### src/rtl/core/bpms_pkg.sv
// ----------------------------------------------------------------------------
// Block power meter with squelch: shared package
// Types, constants and state encodings used across the meter's front end,
// level engine and queues.
// ----------------------------------------------------------------------------
`default_nettype none

package bpms_pkg;

   // Accumulator width and saturation value
   localparam int SUM_W = 45;
   localparam logic [SUM_W-1:0] SUM_MAX = {SUM_W{1'b1}};

   // 16*10*log10(2) in Q16
   localparam logic [21:0] LOG_COEF = 22'd3156528;
   // 16*10*log10(2^30), removes the Q1.30 scale of the squares
   localparam logic signed [14:0] FRAC_OFFSET = 15'sd1445;

   // Level limits and reset values, 1/16 dB
   localparam logic signed [12:0] LEVEL_MIN  = -13'sd4096;
   localparam logic signed [12:0] LEVEL_MAX  = 13'sd4095;
   localparam logic signed [12:0] LEVEL_CAP  = -13'sd208;
   localparam logic signed [12:0] INST_RESET = 13'sd432;
   localparam logic signed [12:0] AVG_RESET  = -13'sd2032;

   // Register reset values
   localparam logic signed [11:0] SQUELCH_RESET = -12'sd1600;
   localparam logic signed [10:0] CORR_RESET    = -11'sd640;

   // Average: floor((9*avg + inst + 40960 + 5) / 10) - 4096
   localparam logic signed [17:0] AVG_BIAS = 18'sd40965;
   localparam logic [15:0] RECIP10 = 16'd52429;  // ceil(2^19 / 10)
   localparam int RECIP_SHIFT = 19;

   // Register map
   typedef enum logic {
      REG_SQUELCH_LEVEL    = 1'b0,
      REG_LEVEL_CORRECTION = 1'b1
   } reg_index_type;

   // Entry of the queue between front end and level engine
   typedef struct packed {
      logic signed [15:0] re;
      logic signed [15:0] im;
      logic               last;
      logic [SUM_W-1:0]   sum;   // block sum including this sample
   } item_type;

   // Result entry
   typedef struct packed {
      logic signed [15:0] gated_re;
      logic signed [15:0] gated_im;
      logic               muted;
      logic               block_done;
      logic signed [12:0] inst_level;
      logic signed [12:0] avg_level;
   } result_type;

   // Level engine handshake
   typedef struct packed {
      logic             start;
      logic [SUM_W-1:0] sum;
   } log_req_type;

   typedef struct packed {
      logic               done;
      logic signed [12:0] level;
   } log_rsp_type;

   typedef enum logic [1:0] {
      BACK_RUN,
      BACK_WAIT,
      BACK_AVG
   } back_state_type;

   typedef enum logic [2:0] {
      LOG_IDLE,
      LOG_NORM,
      LOG_SQR,
      LOG_MUL,
      LOG_FIN
   } log_state_type;

endpackage

`default_nettype wire

### src/rtl/core/bpms_fifo.sv
// ----------------------------------------------------------------------------
// Register queue
// Small first-in first-out queue in flip-flops, one write and one read port.
// ----------------------------------------------------------------------------
`default_nettype none

module bpms_fifo #(
   parameter int WIDTH = 8,
   parameter int DEPTH = 2
) (
   input  wire logic             clock,
   input  wire logic             reset,
   input  wire logic             push,
   input  wire logic [WIDTH-1:0] push_data,
   output logic                  full,
   input  wire logic             pop,
   output logic [WIDTH-1:0]      pop_data,
   output logic                  empty
);

   localparam int PTR_W = (DEPTH > 1) ? $clog2(DEPTH) : 1;
   localparam int CNT_W = $clog2(DEPTH + 1);

   logic [WIDTH-1:0] mem_ff [DEPTH];
   logic [PTR_W-1:0] wr_ptr_ff, wr_ptr_in;
   logic [PTR_W-1:0] rd_ptr_ff, rd_ptr_in;
   logic [CNT_W-1:0] count_ff, count_in;
   logic             do_push, do_pop;

   assign full     = (count_ff == CNT_W'(DEPTH));
   assign empty    = (count_ff == '0);
   assign do_push  = push && !full;
   assign do_pop   = pop && !empty;
   assign pop_data = mem_ff[rd_ptr_ff];

   // Advance pointers with wrap at the queue depth
   always_comb begin
      wr_ptr_in = wr_ptr_ff;
      rd_ptr_in = rd_ptr_ff;
      count_in  = count_ff;
      if (do_push) begin
         wr_ptr_in = (wr_ptr_ff == PTR_W'(DEPTH - 1)) ? '0 : wr_ptr_ff + 1'b1;
      end
      if (do_pop) begin
         rd_ptr_in = (rd_ptr_ff == PTR_W'(DEPTH - 1)) ? '0 : rd_ptr_ff + 1'b1;
      end
      if (do_push && !do_pop) begin
         count_in = count_ff + 1'b1;
      end else if (do_pop && !do_push) begin
         count_in = count_ff - 1'b1;
      end
   end

   always_ff @(posedge clock) begin
      if (reset) begin
         wr_ptr_ff <= '0;
         rd_ptr_ff <= '0;
         count_ff  <= '0;
      end else begin
         wr_ptr_ff <= wr_ptr_in;
         rd_ptr_ff <= rd_ptr_in;
         count_ff  <= count_in;
      end
   end

   // Store pushed entries
   always_ff @(posedge clock) begin
      if (do_push) begin
         mem_ff[wr_ptr_ff] <= push_data;
      end
   end

   a_count_bound: assert property (@(posedge clock) disable iff (reset)
      count_ff <= CNT_W'(DEPTH))
      else $error("queue count beyond depth");

endmodule

`default_nettype wire

### src/rtl/core/bpms_front.sv
// ----------------------------------------------------------------------------
// Power meter front end
// Takes samples, squares them and keeps the saturating block power sum.
// ----------------------------------------------------------------------------
`default_nettype none

module bpms_front
   import bpms_pkg::*;
(
   input  wire logic               clock,
   input  wire logic               reset,
   input  wire logic               push,
   output logic                    full,
   input  wire logic signed [15:0] sample_re,
   input  wire logic signed [15:0] sample_im,
   input  wire logic               is_last,
   output logic                    q_push,
   output item_type                q_item,
   input  wire logic               q_full
);

   logic               stage_valid_ff, stage_valid_in;
   logic signed [15:0] re_ff, im_ff;
   logic               last_ff;
   logic [30:0]        sq_re_ff, sq_im_ff;
   logic [SUM_W-1:0]   sum_ff, sum_in;
   logic signed [31:0] re_sq, im_sq;
   logic [31:0]        power;
   logic [SUM_W:0]     sum_wide;
   logic [SUM_W-1:0]   sum_sat;
   logic               accept;

   // Hold the staged request while the queue is full
   assign q_push = stage_valid_ff && !q_full;
   assign full   = stage_valid_ff && q_full;
   assign accept = push && !full;

   // Square both parts ahead of the accumulator
   assign re_sq = sample_re * sample_re;
   assign im_sq = sample_im * sample_im;

   // Add the sample power, saturate at the top of the sum
   assign power    = {1'b0, sq_re_ff} + {1'b0, sq_im_ff};
   assign sum_wide = {1'b0, sum_ff} + (SUM_W + 1)'(power);
   assign sum_sat  = sum_wide[SUM_W] ? SUM_MAX : sum_wide[SUM_W-1:0];

   assign q_item.re   = re_ff;
   assign q_item.im   = im_ff;
   assign q_item.last = last_ff;
   assign q_item.sum  = sum_sat;

   assign stage_valid_in = accept || (stage_valid_ff && !q_push);

   // Restart the sum after the last sample of a block
   always_comb begin
      sum_in = sum_ff;
      if (q_push) begin
         sum_in = last_ff ? '0 : sum_sat;
      end
   end

   always_ff @(posedge clock) begin
      if (reset) begin
         stage_valid_ff <= 1'b0;
         sum_ff         <= '0;
      end else begin
         stage_valid_ff <= stage_valid_in;
         sum_ff         <= sum_in;
      end
   end

   // Load the stage on an accepted request
   always_ff @(posedge clock) begin
      if (accept) begin
         re_ff    <= sample_re;
         im_ff    <= sample_im;
         last_ff  <= is_last;
         sq_re_ff <= re_sq[30:0];
         sq_im_ff <= im_sq[30:0];
      end
   end

   a_sum_cleared: assert property (@(posedge clock) disable iff (reset)
      (q_push && last_ff) |=> (sum_ff == '0))
      else $error("block sum not cleared after last sample");

endmodule

`default_nettype wire

### src/rtl/core/bpms_log.sv
// ----------------------------------------------------------------------------
// Level engine
// Turns a block power sum into a level in 1/16 dB: normalize, sixteen
// squaring steps for the log2 fraction, scale by 10*log10(2), correct.
// ----------------------------------------------------------------------------
`default_nettype none

module bpms_log
   import bpms_pkg::*;
(
   input  wire logic               clock,
   input  wire logic               reset,
   input  wire log_req_type        req,
   input  wire logic signed [10:0] corr,
   output log_rsp_type             rsp
);

   log_state_type      state_ff, state_in;
   logic [SUM_W-1:0]   x_ff, x_in;
   logic [5:0]         e_ff, e_in;
   logic [30:0]        m_ff, m_in;
   logic [15:0]        frac_ff, frac_in;
   logic [3:0]         step_ff, step_in;
   logic [43:0]        prod_ff, prod_in;
   logic signed [12:0] level_ff, level_in;
   logic               done_ff, done_in;
   logic [61:0]        m_sq;
   logic [31:0]        m_next;
   logic [44:0]        rounded;
   logic [12:0]        scaled;
   logic signed [14:0] level_raw;

   // Square the mantissa, keep Q1.30
   assign m_sq   = 62'(m_ff) * 62'(m_ff);
   assign m_next = m_sq[61:30];

   // Round the scaled log and apply the offsets
   assign rounded   = 45'(prod_ff) + (45'(1) << 31);
   assign scaled    = rounded[44:32];
   assign level_raw = $signed({2'b00, scaled}) - FRAC_OFFSET + 15'(corr);

   always_comb begin
      state_in = state_ff;
      x_in     = x_ff;
      e_in     = e_ff;
      m_in     = m_ff;
      frac_in  = frac_ff;
      step_in  = step_ff;
      prod_in  = prod_ff;
      level_in = level_ff;
      done_in  = 1'b0;
      case (state_ff)
         LOG_IDLE: begin
            if (req.start) begin
               if (req.sum == '0) begin
                  level_in = LEVEL_MIN;
                  done_in  = 1'b1;
               end else begin
                  x_in     = req.sum;
                  e_in     = 6'(SUM_W - 1);
                  state_in = LOG_NORM;
               end
            end
         end
         LOG_NORM: begin
            // Shift the top set bit up to the word's top bit
            if (x_ff[SUM_W-1 -: 8] == '0) begin
               x_in = x_ff << 8;
               e_in = e_ff - 6'd8;
            end else if (!x_ff[SUM_W-1]) begin
               x_in = x_ff << 1;
               e_in = e_ff - 6'd1;
            end else begin
               m_in     = x_ff[SUM_W-1 -: 31];
               frac_in  = '0;
               step_in  = '0;
               state_in = LOG_SQR;
            end
         end
         LOG_SQR: begin
            // One fraction bit per square
            if (m_next[31]) begin
               m_in    = m_next[31:1];
               frac_in = {frac_ff[14:0], 1'b1};
            end else begin
               m_in    = m_next[30:0];
               frac_in = {frac_ff[14:0], 1'b0};
            end
            step_in = step_ff + 1'b1;
            if (step_ff == 4'd15) begin
               state_in = LOG_MUL;
            end
         end
         LOG_MUL: begin
            prod_in  = 44'({e_ff, frac_ff}) * 44'(LOG_COEF);
            state_in = LOG_FIN;
         end
         LOG_FIN: begin
            if (level_raw < 15'(LEVEL_MIN)) begin
               level_in = LEVEL_MIN;
            end else if (level_raw > 15'(LEVEL_MAX)) begin
               level_in = LEVEL_MAX;
            end else begin
               level_in = level_raw[12:0];
            end
            done_in  = 1'b1;
            state_in = LOG_IDLE;
         end
         default: begin
            state_in = LOG_IDLE;
         end
      endcase
   end

   always_ff @(posedge clock) begin
      if (reset) begin
         state_ff <= LOG_IDLE;
         done_ff  <= 1'b0;
      end else begin
         state_ff <= state_in;
         done_ff  <= done_in;
      end
   end

   always_ff @(posedge clock) begin
      x_ff     <= x_in;
      e_ff     <= e_in;
      m_ff     <= m_in;
      frac_ff  <= frac_in;
      step_ff  <= step_in;
      prod_ff  <= prod_in;
      level_ff <= level_in;
   end

   assign rsp.done  = done_ff;
   assign rsp.level = level_ff;

   a_start_idle: assert property (@(posedge clock) disable iff (reset)
      req.start |-> (state_ff == LOG_IDLE))
      else $error("level engine started while busy");

endmodule

`default_nettype wire

### src/rtl/core/bpms_back.sv
// ----------------------------------------------------------------------------
// Power meter back end
// Gates samples by the held average, runs the level engine at block ends
// and keeps the instant and averaged levels.
// ----------------------------------------------------------------------------
`default_nettype none

module bpms_back
   import bpms_pkg::*;
(
   input  wire logic               clock,
   input  wire logic               reset,
   input  wire logic signed [11:0] squelch_level,
   input  wire logic signed [10:0] level_correction,
   input  wire logic               q_empty,
   input  wire item_type           q_item,
   output logic                    q_pop,
   input  wire logic               out_full,
   output logic                    out_push,
   output result_type              out_data
);

   back_state_type     state_ff, state_in;
   logic signed [12:0] inst_ff, inst_in;
   logic signed [12:0] avg_ff, avg_in;
   logic signed [15:0] hold_re_ff, hold_im_ff;
   logic               hold_mute_ff;
   logic               hold_load;
   logic               mute;
   log_req_type        log_req;
   log_rsp_type        log_rsp;
   logic signed [17:0] avg_x;
   logic signed [17:0] avg_sum;
   logic [32:0]        div_prod;
   logic [13:0]        div_q;
   logic signed [12:0] avg_new;

   function automatic logic signed [12:0] cap_level(input logic signed [12:0] v);
      return (v > LEVEL_CAP) ? LEVEL_CAP : v;
   endfunction

   bpms_log u_log (
      .clock (clock),
      .reset (reset),
      .req   (log_req),
      .corr  (level_correction),
      .rsp   (log_rsp)
   );

   // Mute from the average left by earlier blocks
   assign mute = avg_ff < 13'(squelch_level);

   // Average update, division by ten through the reciprocal
   assign avg_x    = 18'(avg_ff);
   assign avg_sum  = (avg_x <<< 3) + avg_x + 18'(inst_ff) + AVG_BIAS;
   assign div_prod = 33'(avg_sum[16:0]) * 33'(RECIP10);
   assign div_q    = div_prod[32:RECIP_SHIFT];
   assign avg_new  = 13'($signed({1'b0, div_q[12:0]}) - 14'sd4096);

   always_comb begin
      state_in    = state_ff;
      inst_in     = inst_ff;
      avg_in      = avg_ff;
      hold_load   = 1'b0;
      q_pop       = 1'b0;
      out_push    = 1'b0;
      log_req     = '0;
      log_req.sum = q_item.sum;
      out_data.gated_re   = mute ? 16'sd0 : q_item.re;
      out_data.gated_im   = mute ? 16'sd0 : q_item.im;
      out_data.muted      = mute;
      out_data.block_done = 1'b0;
      out_data.inst_level = cap_level(inst_ff);
      out_data.avg_level  = cap_level(avg_ff);
      case (state_ff)
         BACK_RUN: begin
            if (!q_empty && !out_full) begin
               q_pop = 1'b1;
               if (q_item.last) begin
                  // Park the sample and start the level engine
                  log_req.start = 1'b1;
                  hold_load     = 1'b1;
                  state_in      = BACK_WAIT;
               end else begin
                  out_push = 1'b1;
               end
            end
         end
         BACK_WAIT: begin
            if (log_rsp.done) begin
               inst_in  = log_rsp.level;
               state_in = BACK_AVG;
            end
         end
         BACK_AVG: begin
            // Result slot stays free since only this side pushes
            avg_in              = avg_new;
            out_push            = 1'b1;
            out_data.gated_re   = hold_mute_ff ? 16'sd0 : hold_re_ff;
            out_data.gated_im   = hold_mute_ff ? 16'sd0 : hold_im_ff;
            out_data.muted      = hold_mute_ff;
            out_data.block_done = 1'b1;
            out_data.avg_level  = cap_level(avg_new);
            state_in            = BACK_RUN;
         end
         default: begin
            state_in = BACK_RUN;
         end
      endcase
   end

   always_ff @(posedge clock) begin
      if (reset) begin
         state_ff <= BACK_RUN;
         inst_ff  <= INST_RESET;
         avg_ff   <= AVG_RESET;
      end else begin
         state_ff <= state_in;
         inst_ff  <= inst_in;
         avg_ff   <= avg_in;
      end
   end

   // Hold the last sample of a block while its level is worked out
   always_ff @(posedge clock) begin
      if (hold_load) begin
         hold_re_ff   <= q_item.re;
         hold_im_ff   <= q_item.im;
         hold_mute_ff <= mute;
      end
   end

   a_push_room: assert property (@(posedge clock) disable iff (reset)
      out_push |-> !out_full)
      else $error("result pushed into a full queue");

endmodule

`default_nettype wire

### src/rtl/core/block_power_meter_squelch_unit.sv
// ----------------------------------------------------------------------------
// Block power meter with squelch
// Passes complex samples through or mutes them, measures block power in dB
// and keeps an exponential average of the block levels.
// ----------------------------------------------------------------------------
//  channel   | handshake             | payload
//  ----------+-----------------------+-----------------------------------------
//  request   | push / full           | req_sample_re, req_sample_im, req_is_last
//  response  | pop / empty           | rsp_gated_re, rsp_gated_im, rsp_muted,
//            |                       | rsp_block_done, rsp_inst_level,
//            |                       | rsp_avg_level
//  registers | psel/penable/pwrite   | paddr, pwdata, prdata, pready
//
//  Inside a block one request per cycle while full stays low; a request
//  passes the front stage register and the middle queue before it reaches
//  the result queue. The last sample of a block holds the back end while
//  the level engine normalizes the sum and runs its sixteen squarings (an
//  all-zero sum skips both); the front end keeps taking requests until the
//  middle queue fills.
//  Synchronous active-high reset clears queues and sum and presets levels;
//  full rises when the front stage is occupied and the middle queue is full.
// ----------------------------------------------------------------------------
`default_nettype none

module block_power_meter_squelch_unit
   import bpms_pkg::*;
#(
   parameter int QUEUE_DEPTH = 4
) (
   input  wire logic               clock,
   input  wire logic               reset,
   // Requests
   input  wire logic               push,
   output logic                    full,
   input  wire logic signed [15:0] req_sample_re,
   input  wire logic signed [15:0] req_sample_im,
   input  wire logic               req_is_last,
   // Responses
   output logic                    empty,
   input  wire logic               pop,
   output logic signed [15:0]      rsp_gated_re,
   output logic signed [15:0]      rsp_gated_im,
   output logic                    rsp_muted,
   output logic                    rsp_block_done,
   output logic signed [12:0]      rsp_inst_level,
   output logic signed [12:0]      rsp_avg_level,
   // Registers
   input  wire logic               psel,
   input  wire logic               penable,
   input  wire logic               pwrite,
   input  wire logic [2:0]         paddr,
   input  wire logic [31:0]        pwdata,
   output logic [31:0]             prdata,
   output logic                    pready
);

   localparam int RSP_DEPTH = 2;

   logic signed [11:0] squelch_ff, squelch_in;
   logic signed [10:0] corr_ff, corr_in;
   logic               reg_write;
   reg_index_type      reg_index;

   logic       mid_push, mid_full, mid_pop, mid_empty;
   item_type   mid_in_item, mid_out_item;
   logic       res_push, res_full;
   result_type res_in, res_out;

   // Register port
   assign pready    = 1'b1;
   assign reg_write = psel && penable && pwrite;
   assign reg_index = reg_index_type'(paddr[2]);

   always_comb begin
      squelch_in = squelch_ff;
      corr_in    = corr_ff;
      prdata     = '0;
      case (reg_index)
         REG_SQUELCH_LEVEL: begin
            prdata = 32'(squelch_ff);
            if (reg_write) begin
               squelch_in = pwdata[11:0];
            end
         end
         REG_LEVEL_CORRECTION: begin
            prdata = 32'(corr_ff);
            if (reg_write) begin
               corr_in = pwdata[10:0];
            end
         end
         default: begin
            prdata = '0;
         end
      endcase
   end

   always_ff @(posedge clock) begin
      if (reset) begin
         squelch_ff <= SQUELCH_RESET;
         corr_ff    <= CORR_RESET;
      end else begin
         squelch_ff <= squelch_in;
         corr_ff    <= corr_in;
      end
   end

   bpms_front u_front (
      .clock     (clock),
      .reset     (reset),
      .push      (push),
      .full      (full),
      .sample_re (req_sample_re),
      .sample_im (req_sample_im),
      .is_last   (req_is_last),
      .q_push    (mid_push),
      .q_item    (mid_in_item),
      .q_full    (mid_full)
   );

   bpms_fifo #(
      .WIDTH ($bits(item_type)),
      .DEPTH (QUEUE_DEPTH)
   ) u_mid_queue (
      .clock     (clock),
      .reset     (reset),
      .push      (mid_push),
      .push_data (mid_in_item),
      .full      (mid_full),
      .pop       (mid_pop),
      .pop_data  (mid_out_item),
      .empty     (mid_empty)
   );

   bpms_back u_back (
      .clock            (clock),
      .reset            (reset),
      .squelch_level    (squelch_ff),
      .level_correction (corr_ff),
      .q_empty          (mid_empty),
      .q_item           (mid_out_item),
      .q_pop            (mid_pop),
      .out_full         (res_full),
      .out_push         (res_push),
      .out_data         (res_in)
   );

   bpms_fifo #(
      .WIDTH ($bits(result_type)),
      .DEPTH (RSP_DEPTH)
   ) u_rsp_queue (
      .clock     (clock),
      .reset     (reset),
      .push      (res_push),
      .push_data (res_in),
      .full      (res_full),
      .pop       (pop),
      .pop_data  (res_out),
      .empty     (empty)
   );

   assign rsp_gated_re   = res_out.gated_re;
   assign rsp_gated_im   = res_out.gated_im;
   assign rsp_muted      = res_out.muted;
   assign rsp_block_done = res_out.block_done;
   assign rsp_inst_level = res_out.inst_level;
   assign rsp_avg_level  = res_out.avg_level;

endmodule

`default_nettype wire
### config.mk
export PLATFORM = sky130hd
export DESIGN_NAME = block_power_meter_squelch_unit
export DESIGN_NICKNAME = d
export VERILOG_FILES = /design/src/rtl/core/bpms_pkg.sv /design/src/rtl/core/bpms_fifo.sv /design/src/rtl/core/bpms_front.sv /design/src/rtl/core/bpms_log.sv /design/src/rtl/core/bpms_back.sv /design/src/rtl/core/block_power_meter_squelch_unit.sv
export SDC_FILE = /design/constraint.sdc
export NUM_CORES = 2
export LEC_CHECK = 0
export BUFFER_PORTS_ARGS = -buffer_cell sky130_fd_sc_hd__buf_2
export CORE_MARGIN = 4
export CORE_UTILIZATION = 50
export CTS_CLUSTER_SIZE = 24
export DETAILED_ROUTE_END_ITERATION = 16
export GPL_ROUTABILITY_DRIVEN = 0
export PLACE_DENSITY = 0.68
export REMOVE_ABC_BUFFERS = 1
export SETUP_SLACK_MARGIN = 0.2
export SYNTH_ARGS = -nofsm -noshare
export SYNTH_HDL_FRONTEND = slang
export SYNTH_SLANG_ARGS = --single-unit
### constraint.sdc
create_clock -name clock -period 8.82 [get_ports clock]
set_clock_uncertainty 0.2 [all_clocks]
set_input_delay 1.764 -clock clock [delete_from_list [all_inputs] [get_ports clock]]
set_output_delay 1.764 -clock clock [all_outputs]
set_load 0.005 [all_outputs]
==> out/qor.csv <==
metric,value,unit
status,"complete, but fails checks",
violations,negative setup slack,
drv_cap,0,
io_pins,170,
hold_viol_final,0,
initial_utilization,50.4,%
yosys.area_share.simple,8.83,%
cpMaxStageDelayCell,fa_1,
fill_cells,14600,
cp_max_fo,4,
slew_headroom,21.1,%
synth_cells,8297,
slew_violations,0,
drc,0,
ys_ff_latch,799,
avgRoutedWirePerCell,20.0,um
ys_seq_area_share,25.6,%
synth_compound_area_share,6.49,%
antenna_found_initial,4,
synth_top_family_by_area,adder cells,
path_clk_slew,0.06,ns
cts_root_buffer,clkbuf_16,
grt_max_degree,79,
vias_per_cell,5.39,
cts_sinks,799,
dp_hpwl,174000,um
place_area,94200,um^2
synth_area,89100,um^2
synthMuxAreaShare,3.14,%
core,177000,um^2
r2r_slack,-0.38,ns
yosys_warnings,0,
io_buffers,146,
cts_made_buffers,82,
synth.avg_cell_area,10.7,um^2
cts_tree,built,
slowest_delay,0.55,ns
vias,59800,
critical_path_required,9.05,ns
dieArea,185000,um^2
synthAdderAreaFrac,43.6,%
setup_slack,-0.380,ns
drt-total-wl,221000,um
rsz0062_at_grt,yes,
grt.total_usage,24.3,%
synthXorXnorAreaFrac,2.51,%
drt_iter0_drc,4179,
final_area,99500,um^2
fin_cells,11100,
layout_common_cells,"inv_1 (1956), fa_1 (1392), ha_1 (806)",
fmax,0.109,GHz
tightest_slew,1.17,ns
start_kind,register,
dp_slack,-0.824,ns
synthArstFlopShare,0,%
die_h,430,um
die_w,430,um
clock_latency,0.70,ns
final_nets,11000,
finalCritPeriodShare,104,%
endpoint_kind,register,
cts_max_path_buffers,3,
synth.distinct_cells,96,
fin_crit,9.20,ns
synth-main-ff-cell,edfxtp_1,
synth_edf_count,684,
htree_levels,3,
overflow,0,
syn_to_final_growth,11.6,%
std_cell_rows,154,
dr.pass1.iters,6,
setup-violations-final,25,
criticalPathCategory,register to register,
final_common_cell,inv_1,
postRouteAntennaNets,0,
drive_gt1_share,12.6,%
min_path_type,register to register,
hold_buffers,0,
place_inst,10800,
grt_pass1_vias,65200,
grt_first_pass_wirelength,355000,um
worstPathArrival,9.43,ns
Yosys cell counts, types with 39 or more instances:
cell      count  area (um^2)
a21o_1      113          848
a21oi_1     280         1400
a22o_1       67          587
a31oi_1      43          269
and2_1      293         1830
and3_1       46          288
clkbuf_1    225          845
dfxtp_1     115         2300
edfxtp_1    684        20500
fa_1       1421        28400
ha_1        836        10500
inv_1      1989         7470
mux2_2       65          732
mux4_2       78         1760
nand2_1     665         2500
nand2b_1     50          313
nand3_1      73          365
nor2_1      277         1040
nor3_1       51          255
o21a_1       39          293
o21ai_0     142          711
xnor2_1     171         1500
xor2_1       84          736
flip-flops by register name, summed over array words and instances (netlist names), 13 cells and up, named ones only:
register               count
u_front.sq_re_ff          30
u_mid_queue.mem_ff       312
u_back.u_log.prod_ff      13
u_back.u_log.x_ff         45
u_back.u_log.m_ff         31
u_front.sum_ff            45
u_back.avg_ff             13
u_back.inst_ff            13
u_back.u_log.level_ff     13
u_front.sq_im_ff          30
u_front.re_ff             15
u_back.hold_im_ff         16
u_rsp_queue.mem_ff       120
u_back.u_log.frac_ff      16
u_front.im_ff             15
u_back.hold_re_ff         16
repair_timing:
action / in CTS / in global routing
pin swaps: 96 / 110
gates resized for setup: 170 / 169
setup endpoints to repair: 69 / 69
setup buffers: 81 / 25
gates cloned: 7 / 2
critical path, delay by kind of cell (launching register included):
family                   cells  cell delay (ns)
adder cells (fa/ha/maj)     10             4.03
AO/OA/AOI/OAI               14             2.74
buffers and inverters        9             0.76
AND/OR/NAND/NOR              5             0.75
flip-flops                   1             0.33
XOR/XNOR                     1             0.16
layout make-up:
class / instances / area [um^2] / share of cell area (%)
Tap cell: 2340 / 2930 / 2.94
Sequential cell: 799 / 22900 / 23.0
Antenna cell: 1 / 2.50 / 0.00251
Clock buffer: 108 / 2190 / 2.20
Clock inverter: 44 / 408 / 0.410
Inverter: 2002 / 7530 / 7.57
Timing Repair Buffer: 568 / 4580 / 4.60
Multi-Input combinational cell: 5222 / 59000 / 59.3
final timing paths:
| kind | startpoint | end | depth (start not counted) |
|---|---|---|---|
| max | u_back.inst_ff[3]$_SDFFE_PP0P_ | u_rsp_queue.mem_ff[0][0]$_DFFE_PP_ | 39 |
| min | squelch_ff[1]$_SDFFE_PP0P_ | squelch_ff[1]$_SDFFE_PP0P_ | 2 |
| max reg2reg | u_back.inst_ff[3]$_SDFFE_PP0P_ | u_rsp_queue.mem_ff[0][0]$_DFFE_PP_ | 39 |
| min reg2reg | squelch_ff[1]$_SDFFE_PP0P_ | squelch_ff[1]$_SDFFE_PP0P_ | 2 |
through the flow:
stage	TNS (ns)	hold slack, ns	util (%)
floorplan	-44.54	0.228	-
global placement	-18.48	0.242	53.3
detailed placement	-24.97	0.249	53.3
CTS	-4.36	0.258	55.7
global route	-16.95	0.280	56.3
finish	-6.98	0.263	56.3
logic make-up after synthesis:
family                   count (synthesis)
other                                    2
XOR/XNOR                               255
adder cells (fa/ha/maj)               2257
AND/OR/NAND/NOR                       1640
buffers and inverters                 2279
multiplexers                           174
flip-flops                             799
AO/OA/AOI/OAI                          891
metal layers:
layer | vias up | track usage (%) | wire length, um
li1 | 27000 | - | -
met1 | 30400 | 31.6 | 89500
met2 | 1808 | 41.5 | 108000
met3 | 484 | 3.20 | 13200
met4 | 6 | 9.79 | 10400
met5 | - | 0 | 47
Power is not shown: default switching activity piles up to over one toggle a cycle in this logic, so the estimate is an artifact.
